$ cat src/design/sntseq_pkg.sv
// sntseq_pkg: shared types and constants for the SPI NAND transfer sequencer
// holds the phase encoding, the frame descriptor struct and the command bytes
// no dependencies
package sntseq_pkg;

    // word opcodes
    localparam logic [1:0] OP_READ  = 2'd0;
    localparam logic [1:0] OP_WRITE = 2'd1;
    localparam logic [1:0] OP_DONE  = 2'd2;

    // SPI NAND command bytes
    localparam logic [7:0] CMD_PAGE_READ = 8'h13;
    localparam logic [7:0] CMD_CACHE_RD  = 8'h03;
    localparam logic [7:0] CMD_WREN      = 8'h06;
    localparam logic [7:0] CMD_PROG_LOAD = 8'h02;
    localparam logic [7:0] CMD_PROG_EXEC = 8'h10;
    localparam logic [7:0] CMD_GET_FEAT  = 8'h0f;
    localparam logic [7:0] STATUS_REG    = 8'hc0;

    // minimum page size and reset value
    localparam logic [3:0] MIN_PAGE_LOG2   = 4'd9;
    localparam logic [3:0] RESET_PAGE_LOG2 = 4'd11;

    localparam int DATA_W = 14;

    // sequencer phases, one-hot
    typedef enum logic [10:0] {
        PH_IDLE    = 11'b000_0000_0001,
        PH_R_PAGE  = 11'b000_0000_0010,
        PH_R_POLLA = 11'b000_0000_0100,
        PH_R_CACHE = 11'b000_0000_1000,
        PH_R_POLLB = 11'b000_0001_0000,
        PH_W_WREN  = 11'b000_0010_0000,
        PH_W_POLLA = 11'b000_0100_0000,
        PH_W_LOAD  = 11'b000_1000_0000,
        PH_W_POLLB = 11'b001_0000_0000,
        PH_W_EXEC  = 11'b010_0000_0000,
        PH_W_POLLC = 11'b100_0000_0000
    } t_phase;

    // description of one SPI frame
    typedef struct packed {
        logic [7:0]        cmd;
        logic [23:0]       hdr_value;
        logic [1:0]        hdr_bytes;
        logic [DATA_W-1:0] data_bytes;
        logic              from_dev;
        logic [31:0]       offset;
    } t_frame;

    // phase that follows a successful step within a chunk
    function automatic t_phase next_phase(input t_phase ph);
        t_phase nx;
        nx = PH_IDLE;
        unique case (ph)
            PH_R_PAGE:  nx = PH_R_POLLA;
            PH_R_POLLA: nx = PH_R_CACHE;
            PH_R_CACHE: nx = PH_R_POLLB;
            PH_W_WREN:  nx = PH_W_POLLA;
            PH_W_POLLA: nx = PH_W_LOAD;
            PH_W_LOAD:  nx = PH_W_POLLB;
            PH_W_POLLB: nx = PH_W_EXEC;
            PH_W_EXEC:  nx = PH_W_POLLC;
            default:    nx = PH_IDLE;
        endcase
        return nx;
    endfunction

endpackage

$ cat src/design/sntseq_frame.sv
// sntseq_frame: builds the frame descriptor for a sequencer phase
// depends on sntseq_pkg (t_phase, t_frame, command bytes)
module sntseq_frame import sntseq_pkg::*; #(
    parameter int MAX_PAGE_LOG2 = 13
) (
    input  t_phase                   i_phase,
    input  logic [31:0]              i_address,
    input  logic [MAX_PAGE_LOG2:0]   i_chunk,
    input  logic [31:0]              i_total,
    input  logic [3:0]               i_page_log2,
    output t_frame                   o_frame
);

    localparam int CW = MAX_PAGE_LOG2 + 1;

    logic [CW-1:0]            page_span;
    logic [MAX_PAGE_LOG2-1:0] col;
    logic [23:0]              page;

    // page number and column under the current page size
    assign page_span = CW'(1) << i_page_log2;
    assign col       = i_address[MAX_PAGE_LOG2-1:0] & (page_span[MAX_PAGE_LOG2-1:0] -
                       MAX_PAGE_LOG2'(1));
    assign page      = 24'(i_address >> i_page_log2);

    // frame fields per phase, busy poll for the poll phases
    always_comb begin
        o_frame = '0;
        unique case (i_phase)
            PH_R_PAGE: begin
                o_frame.cmd       = CMD_PAGE_READ;
                o_frame.hdr_value = page;
                o_frame.hdr_bytes = 2'd3;
            end
            PH_R_CACHE: begin
                o_frame.cmd        = CMD_CACHE_RD;
                o_frame.hdr_value  = 24'(col) << 8;
                o_frame.hdr_bytes  = 2'd3;
                o_frame.data_bytes = DATA_W'(i_chunk);
                o_frame.from_dev   = 1'b1;
                o_frame.offset     = i_total;
            end
            PH_W_WREN: begin
                o_frame.cmd = CMD_WREN;
            end
            PH_W_LOAD: begin
                o_frame.cmd        = CMD_PROG_LOAD;
                o_frame.hdr_value  = 24'(col);
                o_frame.hdr_bytes  = 2'd2;
                o_frame.data_bytes = DATA_W'(i_chunk);
                o_frame.offset     = i_total;
            end
            PH_W_EXEC: begin
                o_frame.cmd       = CMD_PROG_EXEC;
                o_frame.hdr_value = page;
                o_frame.hdr_bytes = 2'd3;
            end
            default: begin
                o_frame.cmd        = CMD_GET_FEAT;
                o_frame.hdr_value  = 24'(STATUS_REG);
                o_frame.hdr_bytes  = 2'd1;
                o_frame.data_bytes = DATA_W'(1);
                o_frame.from_dev   = 1'b1;
            end
        endcase
    end

endmodule

$ cat src/design/spi_nand_transfer_sequencer_top.sv
// spi_nand_transfer_sequencer_top: page read / program sequencer for SPI NAND
// depends on sntseq_pkg and sntseq_frame
//
// Accepts one word per cycle while the input side is not stalled: a read or write
// request, or a completion report of the last issued frame. Each accepted word is
// latched in an input register, decided against the sequencer state, and any frame
// or finish word is placed in an output register. While a result waits, the input
// register takes one more word and then the input side stalls until the result is
// taken. Requests are cut at page boundaries (page size from the page_size_log2
// register, clamped to 9..MAX_PAGE_LOG2); per chunk a read issues page-to-cache,
// poll, cache read, poll and a write issues write enable, poll, program load, poll,
// program execute, poll. Polls repeat while the report is ok and status bit 0 is
// set. A failed command frame finishes the request early.
module spi_nand_transfer_sequencer_top import sntseq_pkg::*; #(
    parameter int MAX_PAGE_LOG2 = 13
) (
    input  logic        i_clk,
    input  logic        i_rst_n,
    // configuration
    input  logic        i_cfg_we,
    input  logic [3:0]  i_cfg_wdata,
    // input words
    input  logic        i_valid,
    output logic        o_ready,
    input  logic [1:0]  i_opcode,
    input  logic [31:0] i_byte_address,
    input  logic [31:0] i_byte_count,
    input  logic        i_frame_ok,
    input  logic [7:0]  i_status_byte,
    // result words
    output logic        o_valid,
    input  logic        i_ready,
    output logic        o_result_kind,
    output logic [7:0]  o_command_byte,
    output logic [23:0] o_header_value,
    output logic [1:0]  o_header_bytes,
    output logic [13:0] o_data_bytes,
    output logic        o_data_from_device,
    output logic [31:0] o_buffer_offset,
    output logic [31:0] o_bytes_moved,
    output logic        o_ended_early
);

    localparam int CW = MAX_PAGE_LOG2 + 1;

    // input register
    logic        r_in_valid;
    logic [1:0]  r_in_op;
    logic [31:0] r_in_addr;
    logic [31:0] r_in_count;
    logic        r_in_ok;
    logic        r_in_stat0;

    // sequencer state
    logic [3:0]  r_log2;
    t_phase      r_phase,   n_phase;
    logic        r_write_mode, n_write_mode;
    logic [31:0] r_next_address, n_next_address;
    logic [31:0] r_bytes_left, n_bytes_left;
    logic [31:0] r_total_moved, n_total_moved;
    logic [CW-1:0] r_chunk, n_chunk;

    // end-of-chunk values, precomputed from the settled state
    logic [31:0] r_addr_after;
    logic [31:0] r_left_after;
    logic [31:0] r_total_after;

    // output register
    logic        r_out_valid;
    logic        r_out_kind;
    t_frame      r_out_frame;
    logic [31:0] r_out_moved;
    logic        r_out_early;

    logic              proc;
    logic [3:0]        eff_log2;
    logic [31:0]       base_addr;
    logic [31:0]       base_left;
    logic [CW-1:0]     page_span;
    logic [MAX_PAGE_LOG2-1:0] base_col;
    logic [CW-1:0]     room;
    logic [CW-1:0]     chunk_new;
    logic              busy;
    logic              res_valid;
    logic              res_finish;
    logic              res_early;
    t_frame            frame;

    // handshake: decide the held word when the output register can take a result
    assign proc    = r_in_valid && (!r_out_valid || i_ready);
    assign o_ready = !r_in_valid || proc;

    always_ff @(posedge i_clk) begin
        if (!i_rst_n) begin
            r_in_valid <= 1'b0;
        end else if (o_ready) begin
            r_in_valid <= i_valid;
        end
    end

    always_ff @(posedge i_clk) begin
        if (o_ready && i_valid) begin
            r_in_op    <= i_opcode;
            r_in_addr  <= i_byte_address;
            r_in_count <= i_byte_count;
            r_in_ok    <= i_frame_ok;
            r_in_stat0 <= i_status_byte[0];
        end
    end

    // page size register and clamp
    always_ff @(posedge i_clk) begin
        if (!i_rst_n) begin
            r_log2 <= RESET_PAGE_LOG2;
        end else if (i_cfg_we) begin
            r_log2 <= i_cfg_wdata;
        end
    end

    always_comb begin
        eff_log2 = r_log2;
        if (r_log2 < MIN_PAGE_LOG2) begin
            eff_log2 = MIN_PAGE_LOG2;
        end
        if (r_log2 > 4'(MAX_PAGE_LOG2)) begin
            eff_log2 = 4'(MAX_PAGE_LOG2);
        end
    end

    // chunk size for a new chunk: from the request when idle, else after the last chunk
    assign base_addr = (r_phase == PH_IDLE) ? r_in_addr  : r_addr_after;
    assign base_left = (r_phase == PH_IDLE) ? r_in_count : r_left_after;
    assign page_span = CW'(1) << eff_log2;
    assign base_col  = base_addr[MAX_PAGE_LOG2-1:0] &
                       (page_span[MAX_PAGE_LOG2-1:0] - MAX_PAGE_LOG2'(1));
    assign room      = page_span - CW'(base_col);
    assign chunk_new = (base_left < 32'(room)) ? CW'(base_left) : room;

    assign busy = r_in_ok && r_in_stat0;

    // step decision for the held word
    always_comb begin
        n_phase        = r_phase;
        n_write_mode   = r_write_mode;
        n_next_address = r_next_address;
        n_bytes_left   = r_bytes_left;
        n_total_moved  = r_total_moved;
        n_chunk        = r_chunk;
        res_valid      = 1'b0;
        res_finish     = 1'b0;
        res_early      = 1'b0;
        if (r_in_op == OP_READ || r_in_op == OP_WRITE) begin
            if (r_phase == PH_IDLE) begin
                res_valid      = 1'b1;
                n_write_mode   = (r_in_op == OP_WRITE);
                n_next_address = r_in_addr;
                n_bytes_left   = r_in_count;
                n_total_moved  = '0;
                if (r_in_count == '0) begin
                    n_chunk    = '0;
                    res_finish = 1'b1;
                end else begin
                    n_chunk = chunk_new;
                    n_phase = (r_in_op == OP_WRITE) ? PH_W_WREN : PH_R_PAGE;
                end
            end
        end else if (r_in_op == OP_DONE && r_phase != PH_IDLE) begin
            res_valid = 1'b1;
            unique case (r_phase) inside
                PH_R_PAGE, PH_R_CACHE, PH_W_WREN, PH_W_LOAD, PH_W_EXEC: begin
                    if (!r_in_ok) begin
                        res_finish = 1'b1;
                        res_early  = 1'b1;
                        n_phase    = PH_IDLE;
                    end else begin
                        n_phase = next_phase(r_phase);
                    end
                end
                PH_R_POLLA, PH_W_POLLA, PH_W_POLLB: begin
                    if (!busy) begin
                        n_phase = next_phase(r_phase);
                    end
                end
                PH_R_POLLB, PH_W_POLLC: begin
                    if (!busy) begin
                        n_next_address = r_addr_after;
                        n_total_moved  = r_total_after;
                        n_bytes_left   = r_left_after;
                        if (r_left_after == '0) begin
                            res_finish = 1'b1;
                            n_phase    = PH_IDLE;
                        end else begin
                            n_chunk = chunk_new;
                            n_phase = r_write_mode ? PH_W_WREN : PH_R_PAGE;
                        end
                    end
                end
                default: begin
                    res_valid = 1'b0;
                    n_phase   = PH_IDLE;
                end
            endcase
        end
    end

    // frame for the phase being entered
    sntseq_frame #(
        .MAX_PAGE_LOG2 (MAX_PAGE_LOG2)
    ) u_frame (
        .i_phase     (n_phase),
        .i_address   (n_next_address),
        .i_chunk     (n_chunk),
        .i_total     (n_total_moved),
        .i_page_log2 (eff_log2),
        .o_frame     (frame)
    );

    // state registers
    always_ff @(posedge i_clk) begin
        if (!i_rst_n) begin
            r_phase        <= PH_IDLE;
            r_write_mode   <= 1'b0;
            r_next_address <= '0;
            r_bytes_left   <= '0;
            r_total_moved  <= '0;
            r_chunk        <= '0;
        end else if (proc) begin
            r_phase        <= n_phase;
            r_write_mode   <= n_write_mode;
            r_next_address <= n_next_address;
            r_bytes_left   <= n_bytes_left;
            r_total_moved  <= n_total_moved;
            r_chunk        <= n_chunk;
        end
    end

    // end-of-chunk sums, settled before the last poll of a chunk completes
    always_ff @(posedge i_clk) begin
        r_addr_after  <= r_next_address + 32'(r_chunk);
        r_left_after  <= r_bytes_left - 32'(r_chunk);
        r_total_after <= r_total_moved + 32'(r_chunk);
    end

    // output register
    always_ff @(posedge i_clk) begin
        if (!i_rst_n) begin
            r_out_valid <= 1'b0;
        end else if (proc) begin
            r_out_valid <= res_valid;
        end else if (i_ready) begin
            r_out_valid <= 1'b0;
        end
    end

    always_ff @(posedge i_clk) begin
        if (proc && res_valid) begin
            r_out_kind  <= res_finish;
            r_out_frame <= res_finish ? t_frame'('0) : frame;
            r_out_moved <= res_finish ? n_total_moved : 32'd0;
            r_out_early <= res_early;
        end
    end

    assign o_valid            = r_out_valid;
    assign o_result_kind      = r_out_kind;
    assign o_command_byte     = r_out_frame.cmd;
    assign o_header_value     = r_out_frame.hdr_value;
    assign o_header_bytes     = r_out_frame.hdr_bytes;
    assign o_data_bytes       = r_out_frame.data_bytes;
    assign o_data_from_device = r_out_frame.from_dev;
    assign o_buffer_offset    = r_out_frame.offset;
    assign o_bytes_moved      = r_out_moved;
    assign o_ended_early      = r_out_early;

    // an open request always has a nonzero chunk no larger than a page
    a_chunk_nonzero: assert property (@(posedge i_clk) disable iff (!i_rst_n)
        r_phase != PH_IDLE |-> (r_chunk != '0 && r_chunk <= page_span))
        else $error("open request with empty or oversized chunk");

    // a finish word closes the request
    a_finish_idles: assert property (@(posedge i_clk) disable iff (!i_rst_n)
        (proc && res_valid && res_finish) |=> r_phase == PH_IDLE)
        else $error("finish issued but request still open");

    // a held word that is not decided blocks the input side
    a_ready_stall: assert property (@(posedge i_clk) disable iff (!i_rst_n)
        !o_ready |-> (r_in_valid && r_out_valid && !i_ready))
        else $error("input stalled without a full output register");

    // a completion while idle never produces a result
    a_idle_done_quiet: assert property (@(posedge i_clk) disable iff (!i_rst_n)
        (proc && r_in_op == OP_DONE && r_phase == PH_IDLE) |=> !r_out_valid)
        else $error("result produced by completion while idle");

endmodule

$ cat config.mk
export PLATFORM = sky130hd
export DESIGN_NAME = spi_nand_transfer_sequencer_top
export DESIGN_NICKNAME = d
export VERILOG_FILES = /design/src/design/sntseq_pkg.sv /design/src/design/sntseq_frame.sv /design/src/design/spi_nand_transfer_sequencer_top.sv
export SDC_FILE = /design/constraint.sdc
export NUM_CORES = 1
export LEC_CHECK = 0
export BUFFER_PORTS_ARGS = -buffer_cell sky130_fd_sc_hd__buf_2
export CORE_ASPECT_RATIO = 1.4
export CORE_UTILIZATION = 45
export CTS_BUF_LIST = sky130_fd_sc_hd__clkbuf_16
export DETAILED_ROUTE_END_ITERATION = 16
export PLACE_DENSITY = 0.76
export SLEW_MARGIN = 15
export SYNTH_ARGS = -nofsm -noshare
export SYNTH_HDL_FRONTEND = slang
export SYNTH_SLANG_ARGS = --single-unit
$ cat constraint.sdc
create_clock -name i_clk -period 7.9 [get_ports i_clk]
set_input_delay 1.58 -clock i_clk [delete_from_list [all_inputs] [get_ports i_clk]]
set_output_delay 1.58 -clock i_clk [all_outputs]
set_load 0.05 [all_outputs]
==> results.txt <==
----------------------------------------------------
[Outcome]
  Outcome ... complete, no violations

[Final layout]
  Antenna diodes ... 0
  Layout cell share with drive strength beyond 1 ... 0.158
  Net total in the final layout ... 2265
  Synth-to-layout area growth ... 14.1%
  Fillcell total ... 3848

[Clock network]
  Buffer depth of the longest clock path ... 3
  Source-to-sink clock delay at the later pin of the worst-skew pair ... roughly 0.55 ns
  Resized Gates After CTS ... 0
  Hold-fix buffer count after cts ... 0
  Number of buffers added by the clock tree synthesis step ... 40
  Clock root cell ... clkbuf_16
  H-tree Lvls ... 2
  Clock tree from TritonCTS ... built
  Post-CTS Setup Bufs ... 0
  CTS clock-pin slew for the worst setup and hold paths ... 0.07 ns
  Clk sinks ... between 400 and 500

[GRT]
  GRT Total Usage ... 0.240
  Via count of the first global-routing pass ... 15200
  First-pass GRT wire length ... ~83000 µm
  Largest net degree at the start of global routing ... 80
  Total grt overflow ... 0
  Number of antenna violations at the first check in global routing ... 0

[Pwr]
  Ratio of total power to cell area ... between 200 and 250 nW/µm²
  Total power draw ... 5410 µW
  Combinational Power Share ... 0.177
  Leakage power ... 0.00845 µW
  Switching portion of total power ... 0.288
  Net Switching ... 1560 µW
  Worst IR drop on VDD ... 182 µV
  Relative contribution of the clock network to total power ... 0.369
  Cell internal power dissipation ... 3850 µW
  Part of the total power dissipated in sequential elements ... 0.453

[Worst setup path]
  Arrival time of the worst setup path ... 6.63 ns
  Kind of launch point of the worst setup path ... flip-flop
  Maximum fanout encountered on the critical timing path ... 28
  Origin of the critical flop-to-flop path ... r_phase[0]
  Type of element capturing the critical path ... flip-flop
  Critical path data required time ... 8.19 ns
  Worst setup startpoint ... r_phase[0]
  Worst setup path endpoint ... o_data_bytes[7]
  Setup slack on the worst flop-to-flop path ... between 1.5 and 2 ns
  R2r worst-path depth ... 21
  Kind of critical path ... reg2reg
  Worst reg2reg endpoint ... o_data_bytes[7]

[Die]
  Die Y ... 249 µm
  Core Footprint ... around 43000 µm²
  Die area ... 44400 µm²
  Chip width ... 178 µm
  Number of I/O pins ... 201
  Row cnt ... 90
  Starting density of the core ... 0.455

[Synthesis]
  Share of async-settable or async-resettable flops after synthesis ... 0
  Post-synthesis cell type count ... 86
  Seq cells post-synth ... slightly above 400
  Fraction of synthesized cell area taken by the top area cell type ... 0.276
  Most used DFF post-synth ... dfxtp_1
  Mean Syn Cell Area ... ~10 µm²
  Synthesis Warnings ... 0
  Number of enable-type register cells in the synthesized netlist ... 180
  Post-synth top area cell ... edfxtp_1
  Most frequently used cell type in the post-synthesis netlist ... nor2_1
  Post-Synthesis Cell Area ... 19600 µm²
  Post-synthesis cell count ... between 1500 and 2000
  Share of the yosys chip area belonging to registers ... 0.505
  Cell types occupying the most area after synthesis ... edfxtp_1, dfxtp_1, nor2_1, ha_1, a21oi_1
  Commonest cells in the netlist ... nor2_1, dfxtp_1, edfxtp_1, a21oi_1, nand2_1

[Timing]
  Setup TNS ... 0 ns
  Final count of pins violating max slew ... 0
  Final Setup Violations ... 0
  Least-Margin Pin Slew ... 1.11 ns
  Highest clock rate ... 158 MHz
  Worst-case headroom to the max-slew limit ... 0.259
  Shortest period the worst path allows ... 6.34 ns
  Worst setup skew after layout ... 0.0159 ns
  Setup repair after global routing missed its margin ... no
  Final hold violation count ... 0
  Period utilization ... 0.803

[Detailed routing]
  Number of optimization iterations in the first detailed-route pass ... 5
  Number of nets still failing antenna checks after routing ... 0
  Via count of the routed design ... 15800
  DRC violations left ... 0
  Routed via count divided by cell count ... between 5 and 6
  Routed Wire Length ... 54000 µm
  DR WL/cell ... 20.0 µm
  First DRT Iteration DRCs ... 1426

[Min path]
  Instance count along the most critical hold path ... 2
  Class of the tightest hold or removal check ... reg2reg
  Hold path startpoint ... r_next_address[17]

[Flow run]
  Number of maximum-capacitance violations ... 0

[Place]
  Total of buffers placed on input and output ports ... 190
  DP HPWL ... about 38000 µm
  Final GP Congestion ... 0.942

----------------------------------------------------
-- worst max-delay path, cell delays in order, from the launching register on --
cell and delay [ns]:
dfxtp_1 0.52, nor4b_2 0.78, nand3_1 0.25, buf_4 0.33, mux2i_1 0.17, ha_1 0.32
o21ai_0 0.12, nor3_1 0.07, a21oi_1 0.39, nor2_1 0.15, a31oi_1 0.19, mux2i_1 0.44
inv_1 0.09, ha_1 0.30, nand2_1 0.07, nor2_1 0.06, a21oi_1 0.16, o221ai_1 0.15
a31oi_2 0.88, o21ai_0 0.26, a22oi_1 0.29, nor2_1 0.08
-- power by group through the flow --
stage                     combinational, µW  clock, µW  sequential, µW
after detailed placement                941          0            2490
after global routing                   1040       2110            2460
after floorplan                         672          0            2490
after global placement                  919          0            2490
after CTS                               950       2040            2450
final                                   960       2000            2450
-- metrics by stage --
stage	instance area (µm²)	utilization	std cells	worst slack (ns)	hold slack, ns
after global routing	22300	0.519	2700	1.27	0.473
final	22300	0.519	2700	1.56	0.457
after detailed placement	21000	0.487	2626	1.73	0.447
after floorplan	19600	-	1981	2.19	0.431
after CTS	22300	0.519	2700	1.72	0.456
after global placement	21000	0.487	2626	1.89	0.440
-- kinds of logic after synthesis --
family	Yosys count	share of synthesized area
buffers and inverters	185	0.0398
adders and majority gates	65	0.0431
DFF	404	0.505
AOI/OAI and AO/OA	479	0.161
and+or+nand+nor	650	0.159
other	2	0.000384
muxes	86	0.0455
xor gates and xnor gates	103	0.0461
-- worst min-delay path by stage --
stage,end
after global routing,r_next_address[17]
after global placement,r_left_after[31]
after detailed placement,r_next_address[17]
final,r_next_address[17]
after CTS,r_next_address[17]
after floorplan,r_left_after[31]
-- cell usage in the layout (no fill, tap or decap), types with 62 or more instances in the layout --
cell	Yosys	final
edfxtp_1	180	180
nand2_1	127	127
dfxtp_1	224	224
xnor2_1	65	65
nor2_1	265	263
mux2i_1	62	62
a21oi_1	142	141
o21ai_0	71	71
buf_2	26	190
inv_1	63	70
-- per-layer routing --
metal / global-route usage / up-vias / share of wire
met4: 0.131 / 0 / 0.053
li1: - / 7485 / -
met2: 0.423 / 649 / 0.50
met3: 0.0302 / 149 / 0.062
met5: 0 / - / 0
met1: 0.280 / 7512 / 0.38
-- flip-flops by register name (all words and copies together), names as in the netlist, 2 cells and up --
name             flops
r_total_after       32
r_in_count          32
o_command_byte       5
o_data_bytes        14
r_log2               4
o_bytes_moved       32
r_bytes_left        32
r_chunk             14
r_next_address      32
r_in_op              2
r_in_addr           32
r_left_after        32
o_header_bytes       2
o_buffer_offset     32
o_header_value      24
r_addr_after        32
r_phase             11
r_total_moved       32
-- final cells by class --
| class | instances | area, µm² | area share |
|---|---|---|---|
| Timing Repair Buffer | 213 | 1120 | 0.0503 |
| Tap cell | 552 | 691 | 0.0309 |
| Sequential cell | 404 | 9890 | 0.443 |
| Inverter | 65 | 245 | 0.0110 |
| Multi-Input combinational cell | 1392 | 9010 | 0.404 |
| Clock inverter | 33 | 344 | 0.0154 |
| Clock buffer | 41 | 1030 | 0.0459 |
Power figures use the tool's default switching activity.
